===== config.mk =====
export PLATFORM = sky130hd
export DESIGN_NAME = nal_start_code_splitter
export DESIGN_NICKNAME = d
export VERILOG_FILES = /design/src/hw/rtl/nsc_pkg.sv /design/src/hw/rtl/nsc_front.sv /design/src/hw/rtl/nsc_queue.sv /design/src/hw/rtl/nal_start_code_splitter.sv
export SDC_FILE = /design/constraint.sdc
export NUM_CORES = 1
export LEC_CHECK = 0
export BUFFER_PORTS_ARGS = -buffer_cell sky130_fd_sc_hd__buf_2
export CAP_MARGIN = 20
export CORE_MARGIN = 2
export CORE_UTILIZATION = 53
export DETAILED_ROUTE_END_ITERATION = 8
export PLACE_DENSITY = 0.7
export SETUP_SLACK_MARGIN = 0.3
export SYNTH_ARGS = -nofsm -noshare
export SYNTH_HDL_FRONTEND = slang
export SYNTH_HIERARCHICAL = 1
export SYNTH_SLANG_ARGS = --single-unit
export TNS_END_PERCENT = 30

===== constraint.sdc =====
create_clock -name clk -period 11.3 [get_ports clk]
set_input_delay 3.39 -clock clk [delete_from_list [all_inputs] [get_ports clk]]
set_output_delay 3.39 -clock clk [all_outputs]
set_load 0.03 [all_outputs]

===== src/hw/rtl/nsc_pkg.sv =====
// ----------------------------------------------------------------------------
// NAL start code splitter package
// Shared result types, queue sizing and output field widths.
// ----------------------------------------------------------------------------
package nsc_pkg;

    // Width of the zero count field on the result side.
    localparam int ZEROS_OUT_BITS = 16;

    // Result queue between the parser and the output port.
    localparam int QUEUE_DEPTH = 4;
    localparam int QUEUE_PTR_BITS = 2;
    localparam int QUEUE_LEVEL_BITS = 3;

    // One result request as it leaves the block.
    typedef struct packed {
        logic                      final_for_input;
        logic                      last_of_unit;
        logic                      first_of_unit;
        logic                      zeros_saturated;
        logic [ZEROS_OUT_BITS-1:0] zeros_before;
        logic [7:0]                unit_byte;
    } result_t;

    // Push group from the parser into the queue. When only one result is
    // pushed it sits in res0.
    typedef struct packed {
        logic [1:0] count;
        result_t    res1;
        result_t    res0;
    } push_t;

    // Queue status back to the parser and the top level.
    typedef struct packed {
        logic                        ready;
        logic [QUEUE_LEVEL_BITS-1:0] level;
    } queue_status_t;

endpackage


===== src/hw/rtl/nsc_front.sv =====
// ----------------------------------------------------------------------------
// NAL start code splitter front end
// Takes stream bytes, tracks zero runs and start codes, holds back the most
// recent data byte and pushes zero, one or two results per byte.
// ----------------------------------------------------------------------------
module nsc_front #(
    parameter int ZERO_RUN_BITS = 16
) (
    input  logic                  clk,
    input  logic                  rst_n,
    input  logic                  s_tvalid,
    output logic                  s_tready,
    input  logic [7:0]            s_tdata,   // stream_byte
    input  logic                  s_tlast,   // end_of_buffer
    input  nsc_pkg::queue_status_t q_status,
    output nsc_pkg::push_t        push
);

    logic                     synced_reg, synced_next;
    logic [ZERO_RUN_BITS-1:0] run_reg, run_next;
    logic                     run_clip_reg, run_clip_next;
    logic                     have_pend_reg, have_pend_next;
    logic [7:0]               pend_byte_reg, pend_byte_next;
    logic [nsc_pkg::ZEROS_OUT_BITS-1:0] pend_zeros_reg, pend_zeros_next;
    logic                     pend_clip_reg, pend_clip_next;
    logic                     pend_first_reg, pend_first_next;

    logic                     accept;
    logic                     byte_zero;
    logic                     start_code;
    logic [31:0]              run_wide;
    logic                     run_too_wide;
    logic [nsc_pkg::ZEROS_OUT_BITS-1:0] run_out;
    logic                     emit_old;
    logic                     old_last;
    logic                     emit_new;
    nsc_pkg::result_t         res_old;
    nsc_pkg::result_t         res_new;

    assign s_tready   = q_status.ready;
    assign accept     = s_tvalid & q_status.ready;
    assign byte_zero  = (s_tdata == 8'h00);
    assign start_code = (s_tdata == 8'h01) && (|run_reg[ZERO_RUN_BITS-1:1]);

    // Clip the run to the 16-bit output field when the counter is wider.
    assign run_wide     = 32'(run_reg);
    assign run_too_wide = |run_wide[31:nsc_pkg::ZEROS_OUT_BITS];
    assign run_out      = run_too_wide ? '1 : run_wide[nsc_pkg::ZEROS_OUT_BITS-1:0];

    always_comb
    begin
        synced_next     = synced_reg;
        run_next        = run_reg;
        run_clip_next   = run_clip_reg;
        have_pend_next  = have_pend_reg;
        pend_byte_next  = pend_byte_reg;
        pend_zeros_next = pend_zeros_reg;
        pend_clip_next  = pend_clip_reg;
        pend_first_next = pend_first_reg;
        emit_old        = 1'b0;
        old_last        = 1'b0;
        emit_new        = 1'b0;

        if (accept)
        begin
            priority if (byte_zero)
            begin
                if (!(&run_reg))
                    run_next = run_reg + ZERO_RUN_BITS'(1);
                else
                    run_clip_next = 1'b1;
            end
            else if (start_code)
            begin
                // Close the held byte as the end of its unit.
                if (synced_reg && have_pend_reg)
                begin
                    emit_old = 1'b1;
                    old_last = 1'b1;
                end
                have_pend_next = 1'b0;
                synced_next    = 1'b1;
                run_next       = '0;
                run_clip_next  = 1'b0;
            end
            else
            begin
                if (synced_reg)
                begin
                    emit_old        = have_pend_reg;
                    pend_byte_next  = s_tdata;
                    pend_zeros_next = run_out;
                    pend_clip_next  = run_clip_reg | run_too_wide;
                    pend_first_next = !have_pend_reg;
                    have_pend_next  = 1'b1;
                end
                run_next      = '0;
                run_clip_next = 1'b0;
            end

            // End of buffer flushes the held byte and returns to reset state.
            if (s_tlast)
            begin
                emit_new       = synced_next && have_pend_next;
                synced_next    = 1'b0;
                run_next       = '0;
                run_clip_next  = 1'b0;
                have_pend_next = 1'b0;
            end
        end
    end

    always_comb
    begin
        res_old.unit_byte       = pend_byte_reg;
        res_old.zeros_before    = pend_zeros_reg;
        res_old.zeros_saturated = pend_clip_reg;
        res_old.first_of_unit   = pend_first_reg;
        res_old.last_of_unit    = old_last;
        res_old.final_for_input = !emit_new;

        res_new.unit_byte       = pend_byte_next;
        res_new.zeros_before    = pend_zeros_next;
        res_new.zeros_saturated = pend_clip_next;
        res_new.first_of_unit   = pend_first_next;
        res_new.last_of_unit    = 1'b1;
        res_new.final_for_input = 1'b1;

        push.count = {1'b0, emit_old} + {1'b0, emit_new};
        push.res0  = emit_old ? res_old : res_new;
        push.res1  = res_new;
    end

    always_ff @(posedge clk or negedge rst_n)
    begin
        if (!rst_n)
        begin
            synced_reg    <= 1'b0;
            run_reg       <= '0;
            run_clip_reg  <= 1'b0;
            have_pend_reg <= 1'b0;
        end
        else
        begin
            synced_reg    <= synced_next;
            run_reg       <= run_next;
            run_clip_reg  <= run_clip_next;
            have_pend_reg <= have_pend_next;
        end
    end

    always_ff @(posedge clk)
    begin
        pend_byte_reg  <= pend_byte_next;
        pend_zeros_reg <= pend_zeros_next;
        pend_clip_reg  <= pend_clip_next;
        pend_first_reg <= pend_first_next;
    end

endmodule


===== src/hw/rtl/nsc_queue.sv =====
// ----------------------------------------------------------------------------
// NAL start code splitter result queue
// Four-entry queue taking up to two results a cycle and giving one result a
// cycle on the output stream while downstream is ready.
// ----------------------------------------------------------------------------
module nsc_queue (
    input  logic                   clk,
    input  logic                   rst_n,
    input  nsc_pkg::push_t         push,
    output nsc_pkg::queue_status_t q_status,
    output logic                   m_tvalid,
    input  logic                   m_tready,
    output logic [23:0]            m_tdata,  // unit_byte, zeros_before
    output logic [2:0]             m_tuser,  // zeros_saturated, first_of_unit,
                                             // final_for_input
    output logic                   m_tlast   // last_of_unit
);

    nsc_pkg::result_t slot_reg [nsc_pkg::QUEUE_DEPTH];

    logic [nsc_pkg::QUEUE_PTR_BITS-1:0]   wr_ptr_reg, wr_ptr_next;
    logic [nsc_pkg::QUEUE_PTR_BITS-1:0]   rd_ptr_reg, rd_ptr_next;
    logic [nsc_pkg::QUEUE_LEVEL_BITS-1:0] level_reg, level_next;
    logic                                 pop;
    nsc_pkg::result_t                     head;

    assign pop  = m_tvalid & m_tready;
    assign head = slot_reg[rd_ptr_reg];

    // Room for the worst case of two results from the next byte.
    assign q_status.ready = (level_reg <= nsc_pkg::QUEUE_LEVEL_BITS'(nsc_pkg::QUEUE_DEPTH - 2));
    assign q_status.level = level_reg;

    assign m_tvalid = (level_reg != '0);
    assign m_tdata  = {head.zeros_before, head.unit_byte};
    assign m_tuser  = {head.final_for_input, head.first_of_unit, head.zeros_saturated};
    assign m_tlast  = head.last_of_unit;

    always_comb
    begin
        wr_ptr_next = wr_ptr_reg + nsc_pkg::QUEUE_PTR_BITS'(push.count);
        rd_ptr_next = rd_ptr_reg + nsc_pkg::QUEUE_PTR_BITS'(pop);
        level_next  = level_reg + nsc_pkg::QUEUE_LEVEL_BITS'(push.count)
                      - nsc_pkg::QUEUE_LEVEL_BITS'(pop);
    end

    always_ff @(posedge clk or negedge rst_n)
    begin
        if (!rst_n)
        begin
            wr_ptr_reg <= '0;
            rd_ptr_reg <= '0;
            level_reg  <= '0;
        end
        else
        begin
            wr_ptr_reg <= wr_ptr_next;
            rd_ptr_reg <= rd_ptr_next;
            level_reg  <= level_next;
        end
    end

    always_ff @(posedge clk)
    begin
        if (push.count != 2'd0)
            slot_reg[wr_ptr_reg] <= push.res0;
        if (push.count == 2'd2)
            slot_reg[wr_ptr_reg + nsc_pkg::QUEUE_PTR_BITS'(1)] <= push.res1;
    end

endmodule


===== src/hw/rtl/nal_start_code_splitter.sv =====
// ----------------------------------------------------------------------------
// NAL start code splitter
// Splits an Annex B video stream into NAL units, one byte per unstalled cycle.
// ----------------------------------------------------------------------------
// The block takes one stream byte per request on the slave side, with tlast
// marking the last byte of a buffer, and finds start codes (two or more zero
// bytes followed by a 01 byte). Bytes before the first start code are
// dropped. Each non-zero payload byte of a unit leaves on the master side
// with the count of zero bytes before it inside the unit, a flag when that
// run was clipped, a first-of-unit flag, tlast on the unit's last byte and a
// flag on the last result caused by an input byte. Zeros trailing a unit are
// never sent and empty units give nothing. The most recent data byte is held
// back until the next data byte, start code or buffer end tells whether it
// closes its unit, so its result is pushed only when that later byte is
// accepted. The parser is combinational; results are written into the
// result queue, whose head drives the output port. The parser accepts one
// byte per cycle as long as the four-entry result queue has two free slots;
// the output drains one result per cycle while downstream is ready, so a
// byte that gives two results (a data byte that ends a buffer) puts one
// extra result on the output side, and the sustained rate is one byte per
// cycle whenever downstream keeps up. No clearing pass follows reset.
module nal_start_code_splitter #(
    parameter int ZERO_RUN_BITS = 16
) (
    input  logic        clk,
    input  logic        rst_n,
    // Byte stream in.
    input  logic        s_tvalid,
    output logic        s_tready,
    input  logic [7:0]  s_tdata,   // [7:0] stream_byte
    input  logic        s_tlast,   // end_of_buffer
    // Unit bytes out.
    output logic        m_tvalid,
    input  logic        m_tready,
    output logic [23:0] m_tdata,   // [7:0] unit_byte, [23:8] zeros_before
    output logic [2:0]  m_tuser,   // [0] zeros_saturated, [1] first_of_unit,
                                   // [2] final_for_input
    output logic        m_tlast    // last_of_unit
);

    nsc_pkg::push_t         push;
    nsc_pkg::queue_status_t q_status;

    // The front end parses bytes and decides which results each byte causes.
    nsc_front #(
        .ZERO_RUN_BITS(ZERO_RUN_BITS)
    ) u_front (
        .clk      (clk),
        .rst_n    (rst_n),
        .s_tvalid (s_tvalid),
        .s_tready (s_tready),
        .s_tdata  (s_tdata),
        .s_tlast  (s_tlast),
        .q_status (q_status),
        .push     (push)
    );

    // The queue decouples the parser from a stalling downstream side.
    nsc_queue u_queue (
        .clk      (clk),
        .rst_n    (rst_n),
        .push     (push),
        .q_status (q_status),
        .m_tvalid (m_tvalid),
        .m_tready (m_tready),
        .m_tdata  (m_tdata),
        .m_tuser  (m_tuser),
        .m_tlast  (m_tlast)
    );

    // Results are only pushed for an accepted byte.
    a_push_needs_accept: assert property (
        @(posedge clk) disable iff (!rst_n)
        (push.count != 2'd0) |-> (s_tvalid && s_tready)
    ) else $error("results pushed without an accepted byte");

    // Two results from one byte: only the second one closes the byte.
    a_pair_final: assert property (
        @(posedge clk) disable iff (!rst_n)
        (push.count == 2'd2) |->
            (push.res1.final_for_input && !push.res0.final_for_input
             && push.res1.last_of_unit)
    ) else $error("final flag misplaced in a result pair");

    // The queue never holds more than its depth.
    a_queue_bound: assert property (
        @(posedge clk) disable iff (!rst_n)
        (q_status.level <= nsc_pkg::QUEUE_LEVEL_BITS'(nsc_pkg::QUEUE_DEPTH))
    ) else $error("result queue overflow");

    // Accepting a byte always leaves room for both of its results.
    a_room_on_accept: assert property (
        @(posedge clk) disable iff (!rst_n)
        (s_tvalid && s_tready) |->
            (q_status.level <= nsc_pkg::QUEUE_LEVEL_BITS'(nsc_pkg::QUEUE_DEPTH - 2))
    ) else $error("byte accepted without room for its results");

endmodule

* After elaboration in Yosys (flattened, before gate mapping)
Memories as Yosys holds them, arrays and structs flattened. Index checks and enable logic that the tools add are counted.
Word-level totals: bits in registers 52, memory bits (writable) 112, bits of input ports 13, output and inout port bits 30, logic and storage cells 84, memories kept 1
Cells by class: add/subtract/negate cells 7, order comparisons 1, eq/ne operators 4, mux-type cells 46, bitwise operators 2, reductions and logical operators 12
Memories:
- u_queue.slot_reg | depth 4, width 28, read ports 1, clocked after memory_dff 0, write ports 2, RTL line nsc_queue.sv:19 | nsc_pkg::result_t slot_reg [nsc_pkg::QUEUE_DEPTH];
Operators by type and width (count):
- $mux W16 | 7
- $mux W1 | 34
- $mux W8 | 4
- $mux W28 | 1
- $add A16 B1 Y16 const B | 1
- $reduce_and A16 Y1 | 1
- $reduce_or A15 Y1 | 1
- $eq A8 B1 Y1 const B | 1
- $logic_not A8 Y1 | 1
- $ne A3 B3 Y1 const B | 2
- $reduce_and A2 Y1 | 2
- $add A3 B2 Y3 | 1
- $le A3 B2 Y1 const B | 1
- $logic_and A1 B1 Y1 | 3
- $reduce_bool A3 Y1 | 1
- $sub A3 B1 Y3 | 1
- $add A1 B1 Y2 | 1
- $add A2 B1 Y2 | 1
- $add A2 B1 Y2 const B | 1
- $add A2 B2 Y2 | 1
- $and A1 B1 Y1 | 2
- $eq A2 B2 Y1 const B | 1
- $logic_not A1 Y1 | 2
- $reduce_bool A2 Y1 | 1

* Logic depth before layout (Yosys ltp)
depth after elaboration 12, depth in mapped cells 14

* Hierarchy
Netlist, hierarchy kept.
By module, submodules not included:
- nsc_queue | times used 1, cells each 310, area an instance 5990.7 µm², sequential area each 3538.4 µm²
- nsc_front | times used 1, cells each 250, area an instance 2622.5 µm², sequential area each 996.0 µm²

* Worst setup path before layout
No wires, ideal clock.
path kind input-to-reg, from input port s_tdata[4], to memory u_queue/slot_reg[0][0] (netlist name), enable pin, library setup time 0.456 ns, arrival time 7.391 ns, data required time 10.844 ns, path slack 3.453 ns, stages on the path 8, cells stage by stage or4_4 -> nor4_4 -> o31ai_4 -> a21o_1 -> and3_1 -> ha_1 -> nor2_1 -> o31ai_1
RTL lines:
- start, declared | RTL line nal_start_code_splitter.sv:30 | input logic [7:0] s_tdata,
- end, declared | RTL line nsc_queue.sv:19

==> metrics.log <==
[metrics] number of inserted diodes: 0
[metrics] Cell variety after synth: 55
[metrics] final total power: around 1.7 mW
[metrics] highest achievable clock rate: 0.141 GHz
[metrics] TritonCTS clock tree: yes
[metrics] Setup crit end kind: flip-flop
[metrics] Final setup violation count: 0
[metrics] cell with the largest stage delay on the worst path: and4bb_1
[metrics] number of sinks driven by the clock tree: 164
[metrics] Synth Warn #: 6
[metrics] total power divided by cell area: ~170 nW/um^2
[metrics] fraction of final layout cells sized beyond drive strength 1: a little over two fifths
[metrics] area occupied by multi-input gates: between 3000 and 4000 sq um
[metrics] post-cts hold buffer count: 0
[metrics] top-level port count: 43
[metrics] number of cells after detailed placement: 785
[metrics] via count of the first global-routing pass: between 5k and 6k
[metrics] DRC viols: 0
[metrics] DIE AREA: between 15000 and 20000 sq um
[metrics] count of buffers added by post-CTS timing repair for setup: 0
[metrics] required time reported for the critical path endpoint: roughly 11 ns
[metrics] max-slew violation total from the final report: 0
[metrics] path class of the lowest-slack min-delay path: flip-flop to flip-flop
[metrics] category of cells accounting for the largest share of critical-path delay: simple AND/OR/NAND/NOR gates
[metrics] hold violation total from the final report: 0
[metrics] Clock Path Buffers: 2
[metrics] clock slew at reported path FFs: roughly 0.07 ns
[metrics] wire length of the first global-routing pass: 28.6 mm
[metrics] routability cong.: 0.842
[metrics] total negative setup slack: 0 ns
[metrics] Slowest Stage Delay on Critical Path: 0.91 ns
[metrics] number of fill cells: around 1.2k
[metrics] Clk Latency, worst-skew pair: 0.42 ns
[metrics] cells resized by post-CTS repair: 0
[metrics] primary flip-flop cell chosen by synthesis mapping: edfxtp_1
[metrics] cell breakdown of the critical path: buf_2, or4_4, nor4_4, o31ai_4, a21o_1, and3_1, ha_1, and4bb_1, o21bai_2, buf_4
[metrics] post-layout worst setup margin: approximately 4.2 ns
[metrics] placeable core region: ~16000 sq um
[metrics] CP Max Fanout: 17
[metrics] routed wirelength normalized by instance count: 21.4 um
[metrics] WP data arrival: slightly above 7 ns
[metrics] most common cell after layout, fill and taps aside: edfxtp_1
[metrics] root cell of the clock tree: clkbuf_16
[metrics] met2 WL: approximately 8.9 mm
[metrics] Die Y-Extent: 131 um
[metrics] maximum ir drop on the vdd rail: about 0.16 mV
[metrics] result of the run: complete, no violations
[metrics] Post-Layout Cell Count: between 800 and 900
[metrics] synthesized area per cell: 15.4 sq um
[metrics] utilization after layout: around three fifths
[metrics] number of enable-type register cells in the synthesized netlist: roughly 110
[metrics] layout net count: 611
[metrics] number of levels in the clock H-tree: 4
[metrics] Synth Instances: between 500 and 600
[metrics] number of routed nets with antenna violations: 0
[metrics] Setup Crit Path Kind: input pin to flip-flop
[metrics] Synth Register Bits: around 160
[metrics] final wirelength: 17.5 mm
[metrics] CTS Buf Count: 17
[metrics] Seq. cell area: approximately 4500 sq um
[metrics] number of vias per cell after detailed routing: 5.92
[metrics] largest net degree at the start of global routing: 30
[metrics] Tmin final: between 7 and 8 ns
[metrics] metal3 WL: just over 900 um
[metrics] Max-Slew Margin vs Limit: 33.1%
[metrics] share of the yosys chip area belonging to registers: about 53%
[metrics] most used cells in the layout excluding fill and tap cells: edfxtp_1 (112), mux2_4 (65), mux2_2 (63)
[metrics] combined global-route utilization of all metal layers: 21.4%
[metrics] HPWL after DPL: about 11 mm
[metrics] area growth from synthesis to final layout: 10.1%
[metrics] initial antenna violation count: 0
[metrics] worst path buffer plus inverter count: 2
[metrics] Least-Margin Pin Slew: around 1 ns
[metrics] drt initial violations: 411
[metrics] Starting Density: approximately 54%
[metrics] total routed wire length on the met1 layer: 7.67 mm
[metrics] number of core rows: 46
[metrics] share of async-settable or async-resettable flops after synthesis: between 10% and 20%
[metrics] Post-Syn Area: 8610 sq um
[metrics] max layer used: met4
[metrics] cell leakage power: about 3.6 nW
[metrics] total global routing overflow: 0
[metrics] count of buffers from port buffering: 42
[metrics] Maximum Capacitance Violations: 0
[metrics] via count: around 5k
[metrics] flip-flop count of the largest register after layout: 112
[metrics] worst slack, placed: approximately 3.7 ns
[metrics] flop2flop setup slack: roughly 7 ns
[metrics] maximum clock skew at final layout: between 0.01 and 0.015 ns
[metrics] post-route fraction of the period consumed by the critical path: 62.8%
[metrics] detailed-routing iteration count for the pre-antenna-repair pass: 5
[metrics] die width: roughly 130 um
[metrics] Critical Path Start Type: input pin
[metrics] RSZ-0062 raised after global routing: false
-- cell usage after synthesis, types with 4 or more instances --
master    count  share of area, %
edfxtp_1    112                39
mux2_4       65                11
mux2_2       63               8.2
mux4_2       28               7.3
dfrtp_1      26               7.6
dfxtp_1      26               6.0
mux2_1       20               2.6
o21ai_0      20               1.2
a21oi_1      15              0.87
a22o_1       15               1.5
buf_2        12              0.70
nor2_1       12              0.52
buf_6        11               1.4
inv_1        10              0.44
nand2_1       9              0.39
o31ai_1       9              0.78
clkbuf_1      8              0.35
and3_1        7              0.51
buf_4         7              0.61
nand3_1       7              0.41
ha_1          6              0.87
nand4_1       6              0.44
xnor2_1       6              0.61
nor4_1        5              0.36
a21o_1        4              0.35
mux2i_1       4              0.46
-- final cells by class --
| type | count | share of cell area [%] |
|---|---|---|
| Inverter | 10 | 0.396 |
| Clock inverter | 15 | 1.53 |
| Tap cell | 216 | 2.85 |
| Multi-Input combinational cell | 345 | 39.5 |
| Clock buffer | 17 | 4.48 |
| Sequential cell | 164 | 47.8 |
| Timing Repair Buffer | 53 | 3.38 |
-- logic make-up (layout without fill, tap and decap cells) --
logic type,count (synthesis),count (layout),share of synthesized area (%)
adders and majority gates,7,7,1.10
other,1,2,0.0435
DFF,164,164,52.6
and+or+nand+nor,76,76,5.55
AOI/OAI and AO/OA,74,74,5.85
xor gates and xnor gates,6,6,0.610
buffers and inverters,52,95,4.23
muxes,180,180,30.0
-- metrics by stage --
stage,hold slack (ns),instance area [sq um]
after floorplan,0.438,8620
after global placement,0.471,8860
after detailed placement,0.480,8860
after CTS,0.489,9440
after global routing,0.495,9490
final,0.486,9490
-- path summary, 6_finish.rpt --
kind | from | end | depth (start not counted)
max in group asynchronous | rst_n | u_queue/rd_ptr_reg[1]$_DFF_PN0_ | 1
setup reg to reg | u_front/run_out[5]$_DFFE_PN0P_ | u_queue/slot_reg[2][9]$_DFFE_PP_ | 9
min in group asynchronous | rst_n | u_queue/level_reg[2]$_DFF_PN0_ | 1
hold reg to reg | u_queue/rd_ptr_reg[0]$_DFF_PN0_ | u_queue/rd_ptr_reg[0]$_DFF_PN0_ | 1
setup / recovery | s_tdata[4] | u_queue/slot_reg[2][9]$_DFFE_PP_ | 10
hold / removal | u_queue/rd_ptr_reg[0]$_DFF_PN0_ | u_queue/rd_ptr_reg[0]$_DFF_PN0_ | 1
-- routing by layer --
layer	track usage, %	vias up
met3	4.28	11
met5	0	-
met2	35.2	133
li1	-	2256
met4	7.49	0
met1	28.5	2455
-- power by group --
group | switching (mW) | internal (mW)
combinational | 0.245 | 0.166
sequential | 0.0361 | 0.647
clock | 0.250 | 0.309
total | 0.531 | 1.12
Power figures use the tool's default switching activity.
